### src/rtl/core/sacl_ram.sv
`timescale 1ns / 1ps
module sacl_ram #(
  parameter int unsigned Width = 8,
  parameter int unsigned Depth = 16
) (
  input  logic                     clk_i,
  input  logic                     we_i,
  input  logic [$clog2(Depth)-1:0] waddr_i,
  input  logic [Width-1:0]         wdata_i,
  input  logic [$clog2(Depth)-1:0] raddr_i,
  output logic [Width-1:0]         rdata_o
);
  logic [Width-1:0] mem_q [Depth];
  always_ff @(posedge clk_i) begin
    if (we_i) begin
      mem_q[waddr_i] <= wdata_i;
    end
    rdata_o <= mem_q[raddr_i];
  end
endmodule

### config.mk
export PLATFORM = sky130hd
export DESIGN_NAME = sacl_ram
export DESIGN_NICKNAME = d
export VERILOG_FILES = /design/src/rtl/core/sacl_ram.sv
export SDC_FILE = /design/constraint.sdc
export NUM_CORES = 1
export LEC_CHECK = 0
export ABC_AREA = 1
export ABC_CLOCK_PERIOD_IN_PS = 2040
export BUFFER_PORTS_ARGS = -buffer_cell sky130_fd_sc_hd__buf_2
export CORE_MARGIN = 2
export CORE_UTILIZATION = 37
export DETAILED_ROUTE_END_ITERATION = 8
export GPL_ROUTABILITY_DRIVEN = 1
export GPL_TIMING_DRIVEN = 0
export PLACE_DENSITY = 0.56
export SYNTH_ARGS = -nofsm -noshare
export SYNTH_HDL_FRONTEND = slang
export SYNTH_SLANG_ARGS = --single-unit
### constraint.sdc
create_clock -name clk_i -period 2.04 [get_ports clk_i]
set_clock_uncertainty 0.2 [all_clocks]
set_input_delay 0.102 -clock clk_i [delete_from_list [all_inputs] [get_ports clk_i]]
set_output_delay 0.102 -clock clk_i [all_outputs]
set_load 0.05 [all_outputs]
# ---- Word-level counts from Yosys, hierarchy flattened
# Memory sizes are Yosys's and may differ from the RTL's. A register that Yosys moved wholly into a read port is not among the register bits.
# Cells that the tools add are included.
dict set report totals {
  reg_bits 0
  latchBits 0
  mem_bits_rw 128
  rom_bits 0
  in_bits 18
  out_inout_bits 8
  elab_cells 3
  mem_count 1
}
# memory words word_bits rd rd_clocked_by_memory_dff write_ports line_no
set mem_list {}
lappend mem_list {mem_q 16 8 1 1 1 13} ;# logic [Width-1:0] mem_q [Depth];
dict set report op_classes {
  n_addsub 0
  multipliers 0
  div_mod_pow 0
  n_lt_le_gt_ge 0
  n_eq_ne 0
  n_shift 0
  mux 2
  bitwise 0
  n_reduce_logical 0
}
# op n
set op_table {}
lappend op_table {{$mux W1} 2}

# ---- Longest topological paths before layout
dict set report depth {
  ltp_word 2
  mapped_depth 8
  depth_no_buf 7
}

# ---- Worst setup path before layout
# OpenSTA, ideal clock, no wires.
dict set report synth_timing {
  kind {input port to flip-flop}
  from {input waddr_i[2]}
  to {memory mem_q[10][0] (enable)}
  setup_time_ns 0.370
  t_arrival_ns 0.683
  t_required_ns 1.470
  slack_ns 0.787
  stages 2
  path_buffers 0
  path_cell_list {nand3b_1 > nor2_1}
}
# item line_no
set synth_rtl {}
lappend synth_rtl {{start, declared} 8} ;# input logic [$clog2(Depth)-1:0] waddr_i,
lappend synth_rtl {{end, declared} 13}
# Straight into the memory's write port.

==> out/results.txt <==
Status: finished, final reports clean
Period Utilization, post-route: 0.9661
DIE WIDTH: 128.8 um
Clock sinks: 136
GRT Residual Overflow: 0
Cell area after synthesis: 5767 um^2
Via density: 4.730
Leakage power figure: 2.941 nW
#FFs+latches synth: 136
CP cell instances: dlygate4sd3_1, buf_2, inv_2, buf_4, nand3_1, nand3_1, nand3_1, nand2_1, dlygate4sd3_1
Met2 global-route usage: 0.2761
Int Power: 5.168 mW
Worst min path class: in -> reg
Critical path data required time: 2200 ps
Vias in the first global route: 3659
Net switching fraction of the power: 0.2250
Clock Latency Late Sink: 420 ps
Final setup margin: 69.22 ps
Register area: 4004 um^2
Layout area overhead: 18.53%
Fmax achieved: 507.4 MHz
First-pass GRT wire length: 21880 um
Dpl hpwl: 9273 um
RSZ-0062 raised after global routing: no
Inserted Clock Buffers: 17
DRC: 0
CP bufs+invs: 5
Multi-input logic area: 1214 um^2
Hold Slack: 118.0 ps
Final Core Density: 0.4496
Pre-Repair DR Iteration Count: 5
Via Count: 3812
Critical path type: in -> reg
# port buffers: 22
CTS max path bufs: 2
Mapped Nets: 569
Final Slew Violations: 0
Drt total wl: 14240 um
Met3 Track Usage GR: 0.03701
Clock-pin slew on the worst setup and hold paths: 60 ps
Critical Path Most Common Cell: nand3_1
YS warnings: 0
ANT nets after route: 0
GRT Util Overall: 0.1846
Synth unique cells: 12
Crit path DAT: 2130 ps
Combinational power share: 0.074
Placed Area: 6112 um^2
GPL Wtd Cong: 0.8494
Met1 Track Usage GR: 0.2616
P_sw: 1.500 mW
Slowest-stage cell, CP: dlygate4sd3_1
Share of total power in the clock network: 0.455
Worst VDD drop: 0.0006465 V
Max FO, Critical Path: 10
Share of the yosys chip area belonging to registers: 0.6943
Die area: 16600 um^2
Critical path's top delay family: buffers and inverters
Critical path's largest stage delay: 540 ps
Final min period: 1971 ps
Largest net degree at the start of global routing: 17
DRT iter0 DRCs: 358
Mean Syn Cell Area: 10.47 um^2
Routed length per instance: 17.67 um
Most used routing layer: met2
Final setup fails: 0
H-tree depth: 4
Endpoints failing hold: 0
CTS root buf: clkbuf_16
Fraction of layout cells with a size suffix above 1: 0.1246
Post-layout net count: 623
Core ar.: 15200 um^2
Number of diodes: 0
Initial antenna violation count: 0
Final Instance Area: 6835 um^2
Top-level I/O count: 26
Crit path capture type: flip-flop
Gate Count Post-Synth: 551
Startpoint Class: input pin
Num rows: 45
Chip Height: 128.8 um
Sequential power share: 0.471
Initial core utilization: 0.3793
CTS tree: yes
Fin Setup TNS: 0 ps
Max-cap viol count: 0
Worst-Margin Slew: 1031 ps
Pwr Density: 975.5 nW/um^2
Filler instances: 1447
Place WS: 164.4 ps
Slew headroom: 0.3100
[sequential cells by signal, indices dropped and copies added (netlist names)]
| name | count |
|---|---|
| rdata_o | 8 |
| mem_q | 128 |
[repair_timing]
action,in CTS,in global routing
gates resized for setup,0,2
hold buffers,13,0
endpoints found under the setup margin,0,2
endpoints found under the hold margin,135,0
buffers inserted,0,0
[routing by layer]
layer	wire, um	vias to the layer above
met3	741	21
met1	6678	1800
li1	-	1881
met4	341	0
met2	6476	110
met5	0	-
[area by class of cell]
| class | instances | share of cell area |
|---|---|---|
| plain buffers | 24 | 0.02471 |
| clock buffers | 18 | 0.06279 |
| flip-flops and latches | 136 | 0.5858 |
| clock inverters | 14 | 0.02306 |
| multi-input cells | 289 | 0.1776 |
| repair buffers | 35 | 0.03515 |
| inverters | 102 | 0.05656 |
| well taps | 188 | 0.03441 |
[synthesized netlist by cell type, drive strengths merged]
library cell	n	area (um^2)
dfxtp	8	160.2
nand3	97	485.5
nor2	17	63.81
edfxtp	128	3844
nand3b	2	15.01
nand2	173	649.4
buf	24	166.4
inv	102	382.9
[worst reg2reg max path: cells and delay by family, from the launching register on]
family	cells	cell delay [ps]
buffers and inverters	2	620
DFF	1	370
and+or+nand+nor	5	480
[path summary, 6_finish.rpt]
| path | start | end | cells after the start | slack [ps] |
|---|---|---|---|---|
| hold / removal | waddr_i[1] | mem_q[10][5] | 3 | 120 |
| setup / recovery | raddr_i[1] | rdata_o[1] | 9 | 70 |
| hold reg to reg | mem_q[12][5] | rdata_o[5] | 6 | 530 |
| setup reg to reg | mem_q[8][1] | rdata_o[1] | 7 | 270 |
[stage by stage]
stage / power [mW] / cells
final: 6.668 / 806
after global placement: 3.658 / 761
after floorplan: 3.481 / 551
after CTS: 6.700 / 806
after global routing: 6.867 / 806
after detailed placement: 3.666 / 761
[power by group through the flow]
| stage | Clock (mW) | Sequential (mW) | Combinational [mW] |
|---|---|---|---|
| 6_report | 3.03 | 3.14 | 0.494 |
| 5_1_grt | 3.18 | 3.15 | 0.539 |
| 4_1_cts | 3.07 | 3.14 | 0.491 |
| 3_5_place_dp | 0 | 3.20 | 0.467 |
| 3_3_place_gp | 0 | 3.20 | 0.462 |
| 2_1_floorplan | 0 | 3.26 | 0.220 |
[cells in the final DEF (no fill, tap or decap)]
cell type | synthesis | layout
inv_2 | 2 | 2
clkbuf_16 | 0 | 17
clkinvlp_4 | 0 | 4
clkbuf_4 | 0 | 1
dlygate4sd3_1 | 0 | 13
dfxtp_1 | 8 | 8
clkinv_2 | 0 | 4
bufinv_16 | 0 | 3
nand3b_1 | 2 | 2
nand3_1 | 97 | 97
clkinv_4 | 0 | 2
nor2_1 | 17 | 17
buf_2 | 13 | 34
nand2_1 | 173 | 173
clkinv_1 | 0 | 2
clkbuf_1 | 0 | 1
inv_1 | 100 | 99
edfxtp_1 | 128 | 128
buf_1 | 1 | 1
buf_6 | 6 | 6
buf_4 | 4 | 4
[cells by family (layout without fill, tap and decap cells)]
logic type             after synthesis  after routing  share of synthesized area
buffers and inverters              126            193                    0.09525
AND/OR/NAND/NOR                    289            289                     0.2105
flip-flops                         136            136                     0.6943
(Power assumes the default switching activity.)
